`src/mlm_pkg.sv`:
```
// Package: shared types and codes for the mutex lock manager.
`timescale 1ns / 1ps
package mlm_pkg;

    typedef enum logic [1:0] {
        CMD_CREATE  = 2'd0,
        CMD_ACQUIRE = 2'd1,
        CMD_RELEASE = 2'd2,
        CMD_DELETE  = 2'd3
    } t_cmd;

    typedef enum logic [3:0] {
        ST_CREATED  = 4'd0,
        ST_ACQUIRED = 4'd1,
        ST_BLOCKED  = 4'd2,
        ST_FREED    = 4'd3,
        ST_HANDED   = 4'd4,
        ST_DELETED  = 4'd5,
        ST_NOLOCK   = 4'd6,
        ST_OWNER    = 4'd7,
        ST_NOTOWNER = 4'd8,
        ST_FULL     = 4'd9,
        ST_QFULL    = 4'd10
    } t_status;

    typedef struct packed {
        logic [1:0]  command;
        logic [3:0]  lock_index;
        logic [15:0] requester_pid;
    } t_req;

    typedef struct packed {
        logic [3:0]  status;
        logic [3:0]  result_lock;
        logic [15:0] new_owner_pid;
        logic        owner_valid;
    } t_rsp;

    // Back-end state machine.
    typedef enum logic [1:0] {
        S_IDLE,
        S_EXEC,
        S_HAND
    } t_state;

endpackage

```
`src/mlm_fifo.sv`:
```
// Small synchronous queue used as the request queue in front of the back end and at the output.
`timescale 1ns / 1ps
module mlm_fifo #(
    parameter int W = 22,
    parameter int DEPTH = 2
) (
    input  logic         i_clk,
    input  logic         i_rst_n,
    input  logic         i_push,
    input  logic [W-1:0] i_data,
    output logic         o_full,
    input  logic         i_pop,
    output logic [W-1:0] o_data,
    output logic         o_empty
);
    localparam int AW = (DEPTH > 1) ? $clog2(DEPTH) : 1;

    logic [W-1:0]  r_mem [DEPTH];
    logic [AW-1:0] r_rd, r_wr;
    logic [AW:0]   r_cnt;
    logic          w_push, w_pop;

    assign o_full  = (r_cnt == (AW+1)'(DEPTH));
    assign o_empty = (r_cnt == '0);
    assign w_push  = i_push && !o_full;
    assign w_pop   = i_pop && !o_empty;
    assign o_data  = r_mem[r_rd];

    always_ff @(posedge i_clk) begin
        if (w_push) begin
            r_mem[r_wr] <= i_data;
        end
        if (!i_rst_n) begin
            r_rd  <= '0;
            r_wr  <= '0;
            r_cnt <= '0;
        end else begin
            if (w_push) begin
                r_wr <= (r_wr == AW'(DEPTH-1)) ? '0 : r_wr + 1'b1;
            end
            if (w_pop) begin
                r_rd <= (r_rd == AW'(DEPTH-1)) ? '0 : r_rd + 1'b1;
            end
            r_cnt <= r_cnt + (AW+1)'(w_push) - (AW+1)'(w_pop);
        end
    end
endmodule

```
`src/mlm_back.sv`:
```
// Back end: lock table, waiter memory and command execution.
`timescale 1ns / 1ps
module mlm_back #(
    parameter int NUM_LOCKS = 16,
    parameter int WAITERS_PER_LOCK = 8,
    parameter int PID_BITS = 16
) (
    input  logic          i_clk,
    input  logic          i_rst_n,
    input  logic          i_req_valid,
    input  mlm_pkg::t_req i_req,
    output logic          o_req_pop,
    output logic          o_rsp_push,
    output mlm_pkg::t_rsp o_rsp,
    input  logic          i_rsp_full
);
    import mlm_pkg::*;

    localparam int LW = (NUM_LOCKS > 1) ? $clog2(NUM_LOCKS) : 1;
    localparam int QW = (WAITERS_PER_LOCK > 1) ? $clog2(WAITERS_PER_LOCK) : 1;
    localparam int CW = $clog2(WAITERS_PER_LOCK + 1);
    localparam int MD = NUM_LOCKS * WAITERS_PER_LOCK;
    localparam int MW = $clog2(MD);

    logic [NUM_LOCKS-1:0] r_in_use, r_held;
    logic [PID_BITS-1:0]  r_owner [NUM_LOCKS];
    logic [QW-1:0]        r_head  [NUM_LOCKS];
    logic [CW-1:0]        r_count [NUM_LOCKS];
    logic [PID_BITS-1:0]  r_wmem  [MD];
    logic [PID_BITS-1:0]  r_wrd;

    t_state r_state, n_state;
    t_req   r_req;
    logic [LW-1:0] r_slot;

    // Lowest free slot.
    logic [LW-1:0] w_free;
    logic          w_free_ok;
    always_comb begin
        w_free = '0;
        w_free_ok = 1'b0;
        for (int k = NUM_LOCKS - 1; k >= 0; k--) begin
            if (!r_in_use[k]) begin
                w_free = LW'(k);
                w_free_ok = 1'b1;
            end
        end
    end

    logic          w_idx_ok;
    logic [LW-1:0] w_idx;
    logic [PID_BITS-1:0] w_pid;
    logic [QW:0]   w_pos;
    logic [QW-1:0] w_posm;
    logic [QW-1:0] w_hnext;

    assign w_idx_ok = ({28'd0, r_req.lock_index} < 32'(NUM_LOCKS));
    assign w_idx = LW'(r_req.lock_index);
    assign w_pid = PID_BITS'(r_req.requester_pid);
    always_comb begin
        w_pos = (QW+1)'(r_head[w_idx]) + (QW+1)'(r_count[w_idx]);
        if (w_pos >= (QW+1)'(WAITERS_PER_LOCK)) begin
            w_pos = w_pos - (QW+1)'(WAITERS_PER_LOCK);
        end
        w_posm = w_pos[QW-1:0];
        w_hnext = (r_head[w_idx] == QW'(WAITERS_PER_LOCK-1)) ? '0
                  : QW'(r_head[w_idx] + 1'b1);
    end

    logic [MW-1:0] w_waddr, w_raddr;
    assign w_waddr = MW'(w_idx * WAITERS_PER_LOCK) + MW'(w_posm);
    assign w_raddr = MW'(LW'(i_req.lock_index) * WAITERS_PER_LOCK)
                   + MW'(r_head[LW'(i_req.lock_index)]);

    // Next state.
    always_comb begin
        n_state = r_state;
        unique case (r_state)
            S_IDLE: if (i_req_valid) n_state = S_EXEC;
            S_EXEC: if (!i_rsp_full) n_state = S_HAND;
            S_HAND: n_state = S_IDLE;
            default: n_state = S_IDLE;
        endcase
    end

    assign o_req_pop  = (r_state == S_IDLE) && i_req_valid;
    assign o_rsp_push = (r_state == S_HAND);

    // Decision made in S_EXEC; response built in S_HAND from updated table.
    logic [3:0] w_status;
    logic [LW-1:0] w_slot;
    logic w_ok;
    always_comb begin
        w_status = ST_NOLOCK;
        w_slot = w_idx;
        w_ok = 1'b1;
        if (r_req.command == CMD_CREATE) begin
            w_status = w_free_ok ? ST_CREATED : ST_FULL;
            w_slot = w_free;
        end else if (!w_idx_ok || !r_in_use[w_idx]) begin
            w_status = ST_NOLOCK;
            w_ok = 1'b0;
        end else begin
            unique case (t_cmd'(r_req.command))
                CMD_ACQUIRE: begin
                    if (!r_held[w_idx]) w_status = ST_ACQUIRED;
                    else if (r_owner[w_idx] == w_pid) w_status = ST_OWNER;
                    else if (r_count[w_idx] >= CW'(WAITERS_PER_LOCK)) w_status = ST_QFULL;
                    else w_status = ST_BLOCKED;
                end
                CMD_RELEASE: begin
                    if (!r_held[w_idx] || r_owner[w_idx] != w_pid) w_status = ST_NOTOWNER;
                    else if (r_count[w_idx] == '0) w_status = ST_FREED;
                    else w_status = ST_HANDED;
                end
                CMD_DELETE: w_status = ST_DELETED;
                default: w_status = ST_NOLOCK;
            endcase
        end
    end

    logic [3:0] r_status;
    logic r_ok, r_full;

    always_ff @(posedge i_clk) begin
        if (o_req_pop) begin
            r_req <= i_req;
            r_wrd <= r_wmem[w_raddr];
        end
        if (r_state == S_EXEC && !i_rsp_full) begin
            r_status <= w_status;
            r_slot <= w_slot;
            r_ok <= w_ok;
            r_full <= (w_status == ST_FULL);
            if (w_status == ST_BLOCKED) r_wmem[w_waddr] <= w_pid;
            if (w_status == ST_ACQUIRED) r_owner[w_idx] <= w_pid;
            if (w_status == ST_HANDED) r_owner[w_idx] <= r_wrd;
        end
        if (!i_rst_n) begin
            r_state <= S_IDLE;
            r_in_use <= '0;
            r_held <= '0;
            for (int k = 0; k < NUM_LOCKS; k++) begin
                r_head[k] <= '0;
                r_count[k] <= '0;
            end
        end else begin
            r_state <= n_state;
            if (r_state == S_EXEC && !i_rsp_full) begin
                unique case (w_status)
                    ST_CREATED, ST_DELETED: begin
                        r_in_use[w_slot] <= (w_status == ST_CREATED);
                        r_held[w_slot] <= 1'b0;
                        r_head[w_slot] <= '0;
                        r_count[w_slot] <= '0;
                    end
                    ST_ACQUIRED: r_held[w_idx] <= 1'b1;
                    ST_BLOCKED: r_count[w_idx] <= r_count[w_idx] + 1'b1;
                    ST_FREED: r_held[w_idx] <= 1'b0;
                    ST_HANDED: begin
                        r_head[w_idx] <= w_hnext;
                        r_count[w_idx] <= r_count[w_idx] - 1'b1;
                    end
                    default: ;
                endcase
            end
        end
    end

    logic w_hv;
    assign w_hv = r_ok && !r_full && r_held[r_slot];
    always_comb begin
        o_rsp.status = r_status;
        o_rsp.result_lock = r_full ? 4'd0 : 4'(r_slot);
        o_rsp.new_owner_pid = w_hv ? 16'(r_owner[r_slot]) : 16'd0;
        o_rsp.owner_valid = w_hv;
    end
endmodule

```
`src/mutex_lock_manager_top.sv`:
```
// Top level: mutex lock manager with FIFO waiters.
// Requests enter a two-entry queue (front end) and are executed one at a time by
// the back end, a three-state sequencer: fetch the request plus the head waiter
// from the waiter memory, update the lock table, then post the result. The back
// end takes a new request only after posting the last result, and it waits
// before the table update while the output queue is full. Results wait in a
// two-entry output queue, so the back end can post results before they are popped.
// Create takes the lowest free slot; its index is the lock id.
`timescale 1ns / 1ps
module mutex_lock_manager_top #(
    parameter int NUM_LOCKS = 16,
    parameter int WAITERS_PER_LOCK = 8,
    parameter int PID_BITS = 16
) (
    input  logic          i_clk,
    input  logic          i_rst_n,
    input  logic          push,
    output logic          full,
    input  mlm_pkg::t_req i_req,
    output logic          empty,
    input  logic          pop,
    output mlm_pkg::t_rsp o_rsp
);
    import mlm_pkg::*;

    t_req w_req;
    t_rsp w_rsp;
    logic w_req_empty, w_req_pop, w_rsp_push, w_rsp_full;

    // Front end: request queue.
    mlm_fifo #(.W($bits(t_req)), .DEPTH(2)) u_req_q (
        .i_clk(i_clk), .i_rst_n(i_rst_n),
        .i_push(push), .i_data(i_req), .o_full(full),
        .i_pop(w_req_pop), .o_data(w_req), .o_empty(w_req_empty)
    );

    mlm_back #(
        .NUM_LOCKS(NUM_LOCKS), .WAITERS_PER_LOCK(WAITERS_PER_LOCK), .PID_BITS(PID_BITS)
    ) u_back (
        .i_clk(i_clk), .i_rst_n(i_rst_n),
        .i_req_valid(!w_req_empty), .i_req(w_req), .o_req_pop(w_req_pop),
        .o_rsp_push(w_rsp_push), .o_rsp(w_rsp), .i_rsp_full(w_rsp_full)
    );

    // Result queue; one slot is always free when the back end posts a transaction.
    mlm_fifo #(.W($bits(t_rsp)), .DEPTH(2)) u_rsp_q (
        .i_clk(i_clk), .i_rst_n(i_rst_n),
        .i_push(w_rsp_push), .i_data(w_rsp), .o_full(w_rsp_full),
        .i_pop(pop), .o_data(o_rsp), .o_empty(empty)
    );
endmodule
```
`config.mk`:
```
export PLATFORM = sky130hd
export DESIGN_NAME = mutex_lock_manager_top
export DESIGN_NICKNAME = d
export VERILOG_FILES = /design/src/mlm_pkg.sv /design/src/mlm_fifo.sv /design/src/mlm_back.sv /design/src/mutex_lock_manager_top.sv
export SDC_FILE = /design/constraint.sdc
export NUM_CORES = 2
export LEC_CHECK = 0
export BUFFER_PORTS_ARGS = -buffer_cell sky130_fd_sc_hd__buf_4
export CELL_PAD_IN_SITES_DETAIL_PLACEMENT = 1
export CELL_PAD_IN_SITES_GLOBAL_PLACEMENT = 1
export CORE_MARGIN = 1.5
export CORE_UTILIZATION = 49
export DETAILED_ROUTE_END_ITERATION = 10
export MAX_ROUTING_LAYER = met4
export PLACE_DENSITY = 0.83
export SETUP_SLACK_MARGIN = 0.3
export SYNTH_ARGS = -nofsm -noshare
export SYNTH_HDL_FRONTEND = slang
export SYNTH_SLANG_ARGS = --single-unit
```
`constraint.sdc`:
```
create_clock -name i_clk -period 6.05 [get_ports i_clk]
set_clock_uncertainty 0.15 [all_clocks]
set_input_delay 0.3025 -clock i_clk [delete_from_list [all_inputs] [get_ports i_clk]]
set_output_delay 0.3025 -clock i_clk [all_outputs]
set_load 0.03 [all_outputs]
```
==> flow_metrics.env <==
export IMPL_slowest_delay_ns=0.96
export IMPL_avgViaCountPerCell=6.94
export IMPL_critical_path_top_delay_family="simple AND/OR/NAND/NOR gates"
export IMPL_die_height_um=469
export IMPL_dieWidth_um=469
export IMPL_first_pass_iters=6
export IMPL_worst_slew_pin_transition_ns=1.41
export IMPL_worst_endpoint_required_ns=6.71
export IMPL_synth_simple_area_share_pct=9.96
export IMPL_synth_async_reset_ratio_pct=0
export IMPL_rsz_0062_raised_after_global_routing="false"
export IMPL_global_route_usage_total_pct=36.9
export IMPL_max_slew_margin_rel_pct=5.84
export IMPL_yosys_mux_area_fraction_pct=9.40
export IMPL_critical_path_class="reg2reg"
export IMPL_post_synth_xor_area_fraction_pct=0.256
export IMPL_seq_power_share_pct=36.3
export IMPL_path_common_cell="buf_4"
export IMPL_detail_route_drc_violations=0
export IMPL_r2r_cells=13
export IMPL_hold_violation_total_from_the_final_report=0
export IMPL_crit_path_start_kind="flop"
export IMPL_hold_crit_endpoint="u_req_q.r_wr$_SDFFE_PN0P_"
export IMPL_overflow=0
export IMPL_drtIter0Drc=12655
export IMPL_maxCapViolCount=0
export IMPL_pwr_share_clk_pct=26.5
export IMPL_cts_buffers_inserted=282
export IMPL_route_vias_total=72497
export IMPL_finalMaxSlewViolations=0
export IMPL_clock_tree_htree_level_count=5
export IMPL_synth_seq_area_share_pct=73.3
export IMPL_average_size_of_a_mapped_cell_sq_um=15.4
export IMPL_drive_gt1_share_pct=19.8
export IMPL_antenna_found_initial=29
export IMPL_synth_largest_type_area_fraction_pct=72.3
export IMPL_place_port_buffers=52
export IMPL_cellInternalPower_mw=38.9
export IMPL_fin_crit_sh_pct=96.6
export IMPL_worstSetupEndpointType="flop"
export IMPL_synth_largest_area_cell="edfxtp_1"
export IMPL_syn_area_sq_um=106000
export IMPL_nNetsFinal=7427
export IMPL_initial_core_util_pct=49.4
export IMPL_tritoncts="yes"
export IMPL_hold_class="in2reg"
export IMPL_timing_critical_path_fanout_max=12
export IMPL_floorplan_die_area_sq_um=220000
export IMPL_post_synth_fa_ha_maj_area_fraction_pct=0.113
export IMPL_synth_top_flop_cell="edfxtp_1"
export IMPL_synth_enable_flop_cells=2558
export IMPL_boundaryPins=53
export IMPL_cp_buffers_inverters=5
export IMPL_hpwlAfterDp_um=246000
export IMPL_power_density_nw_per_um2=517
export IMPL_core_area_sq_um=215000
export IMPL_worst_hold_startpoint="push"
export IMPL_syn_num_nets=6912
export IMPL_setup_viol=0
export IMPL_status="finished, final reports clean"
export IMPL_via_count_of_the_first_global_routing_pass=72410
export IMPL_ys_types=89
export IMPL_clk_pin_slew_ns=0.07
export IMPL_wl_per_cell_um=38.1
export IMPL_gpl_wtd_cong=1.00
export IMPL_post_route_ant_nets=0
export IMPL_yosysWarnings=0
export IMPL_clock_sinks=2610
export IMPL_clockRootBuffer="clkbuf_16"
export IMPL_ys_seq_elements=2610
export IMPL_r2r_end="u_back.r_wrd[9]$_DFFE_PP_"
export IMPL_timing_final_crit_period_ns=5.85
export IMPL_clockBufferDepth=4
export IMPL_accumulated_negative_setup_slack_ns=0
export IMPL_mostFrequentLayoutCell="edfxtp_1"
export IMPL_synthesis_instances=6877
export IMPL_most_common_layout_cells="2558 x edfxtp_1, 1265 x nand2_1, 504 x buf_4"
export IMPL_fillers=19674
export IMPL_wirelength_um=398000
export IMPL_layout_setup_ws_ns=0.203
export IMPL_cp_arrival_ns=6.51
export IMPL_dpl_worst_slack_ns=0.367
export IMPL_grt_first_pass_wirelength_um=553000
export IMPL_cellLeakagePower_nw=41.4
export IMPL_layout_area_overhead_vs_synth_pct=15.9
export IMPL_net_switching_power_mw=24.7
export IMPL_clock_insertion_delay_at_the_later_pin_of_the_skew_report_ns=0.99
export IMPL_min_path_cells=5
export IMPL_post_synth_main_area_contributors="edfxtp_1 72%, mux4_2 6.7%, nand2_1 4.5%"
export IMPL_maximum_number_of_pins_on_one_net_before_global_route_repair=130
export IMPL_r2r_slack_ns=0.20
export IMPL_path_cells="buf_4 > mux2i_4 > inv_2 > buf_4 > nor2_1 > buf_4 > nand2_1 > nor2_1 > nand2_1 > nand4_1 > a21oi_1 > o311ai_0 > buf_4"
export IMPL_switching_share_pct=38.8
export IMPL_fmax_ghz=0.171
export IMPL_cp_slowest_cell="nor2_1"
export IMPL_main_combinational_cell_family_by_area_after_synthesis="simple AND/OR/NAND/NOR gates"
export IMPL_pwr_share_comb_pct=37.1
export IMPL_rows=170
export IMPL_fin_worst_hold_slack_ns=0.285
export IMPL_synth_compound_area_share_pct=4.94
export IMPL_peakVddDrop_v=0.000462
-- how the worst max path moves through the flow --
| stage | startpoint | end | cells after the start |
|---|---|---|---|
| after floorplan | u_back.w_pid[14]$_DFFE_PP_ | u_back.r_wmem[93][0]$_DFFE_PP_ | 13 |
| after global placement | u_req_q.r_mem[0][19]$_DFFE_PP_ | u_back.r_wrd[4]$_DFFE_PP_ | 15 |
| after detailed placement | u_req_q.r_mem[0][19]$_DFFE_PP_ | u_back.r_wrd[4]$_DFFE_PP_ | 15 |
| after CTS | u_req_q.r_mem[0][19]$_DFFE_PP_ | u_back.r_wrd[9]$_DFFE_PP_ | 16 |
| after global routing | flop | u_back.r_wrd[14]$_DFFE_PP_ | 15 |
| final | flop | u_back.r_wrd[9]$_DFFE_PP_ | 13 |
-- stage by stage --
step	cells	utilization, %	power, mW	area (sq um)
2_1_floorplan	6877	-	35.2	106000
4_1_cts	10404	57.1	62.4	123000
6_report	10450	57.2	63.6	123000
5_1_grt	10444	57.2	64.3	123000
3_5_place_dp	9881	52.9	45.5	114000
3_3_place_gp	9881	52.9	44.6	114000
-- flip-flops by register name (all words and copies together), names as in the netlist, 4 cells and up, named ones only --
register,flops
u_back.r_wmem,2048
u_back.r_slot,4
u_back.r_in_use,16
u_back.r_owner,256
u_back.r_status,4
u_back.w_pid,16
u_rsp_q.r_mem,50
u_back.r_count,64
u_req_q.r_mem,44
u_back.r_head,48
u_back.r_wrd,16
u_back.w_idx,4
u_back.r_held,16
-- area by class of cell --
cell class / instances / area [sq um] / share of cell area [%]
multi-input cells: 3804 / 26500 / 21.5
inverters: 42 / 158 / 0.128
flip-flops and latches: 2610 / 77900 / 63.3
diodes: 29 / 72.6 / 0.0590
repair buffers: 652 / 6270 / 5.10
well taps: 2838 / 3550 / 2.89
clock inverters: 131 / 1170 / 0.953
clock buffers: 344 / 7450 / 6.05
-- power groups by stage --
stage	Sequential [mW]	Clock [mW]	Combinational, mW
final	23.1	16.9	23.6
after global routing	23.1	17.4	23.8
after CTS	23.1	16.8	22.5
after detailed placement	23.5	0	22.1
after global placement	23.4	0	21.2
after floorplan	23.8	0	11.4
-- what timing repair did --
action                                  in CTS  in global routing
setup buffers                                0                 15
endpoints found under the setup margin       1               1614
resized for setup                            1                  5
cloned                                       0                  1
pin swaps                                    0                  2
hold buffers                                48                  0
hold endpoints to repair                    85                  0
-- worst min-delay path: stages --
cell and delay [ns]:
dlygate4sd3_1 0.54, buf_4 0.14, nand2_1 0.10, and2_1 0.14
o21a_1 0.11
-- layer usage --
layer / share of wire (%) / wire (um) / track usage, %
met3: 13 / 52200 / 9.94
met4: 8.1 / 32200 / 24.1
met2: 45 / 180000 / 54.5
met1: 34 / 133000 / 44.7
met5: 0 / 0 / -
-- cell usage after synthesis, types with 7 or more instances --
cell type and n:
a22o_1 7, a31oi_1 158, inv_1 38, a21oi_1 138, nor2_1 439, edfxtp_1 2558
clkbuf_1 138, xor2_1 10, a2111oi_0 9, buf_1 39, ha_1 8, o211ai_1 7
nand4_1 76, o2111ai_1 14, nand2b_1 8, a22oi_1 69, nand2_1 1266, and2_1 19
nor4_1 17, o21ai_0 61, o221a_2 12, mux2_2 94, nor2b_1 63, and3_1 130
nor3_1 30, or3_1 8, dfxtp_1 52, a211oi_1 70, a21boi_0 7, buf_4 27
xnor2_1 21, nand3_1 316, mux2i_1 182, a32oi_1 51, buf_2 213, mux4_2 314
or4_1 12, a221oi_1 24, a311oi_1 17, o22ai_1 36
-- kinds of logic (layout without fill, tap and decap cells) --
group                    after synthesis  in the layout
adder cells (fa/ha/maj)                9              9
other                                  0             29
XOR/XNOR                              31             31
flip-flops                          2610           2610
AO/OA/AOI/OAI                        754            754
buffers and inverters                464           1169
multiplexers                         592            593
AND/OR/NAND/NOR                     2417           2417
No activity file was read; power rests on OpenSTA's default activity.
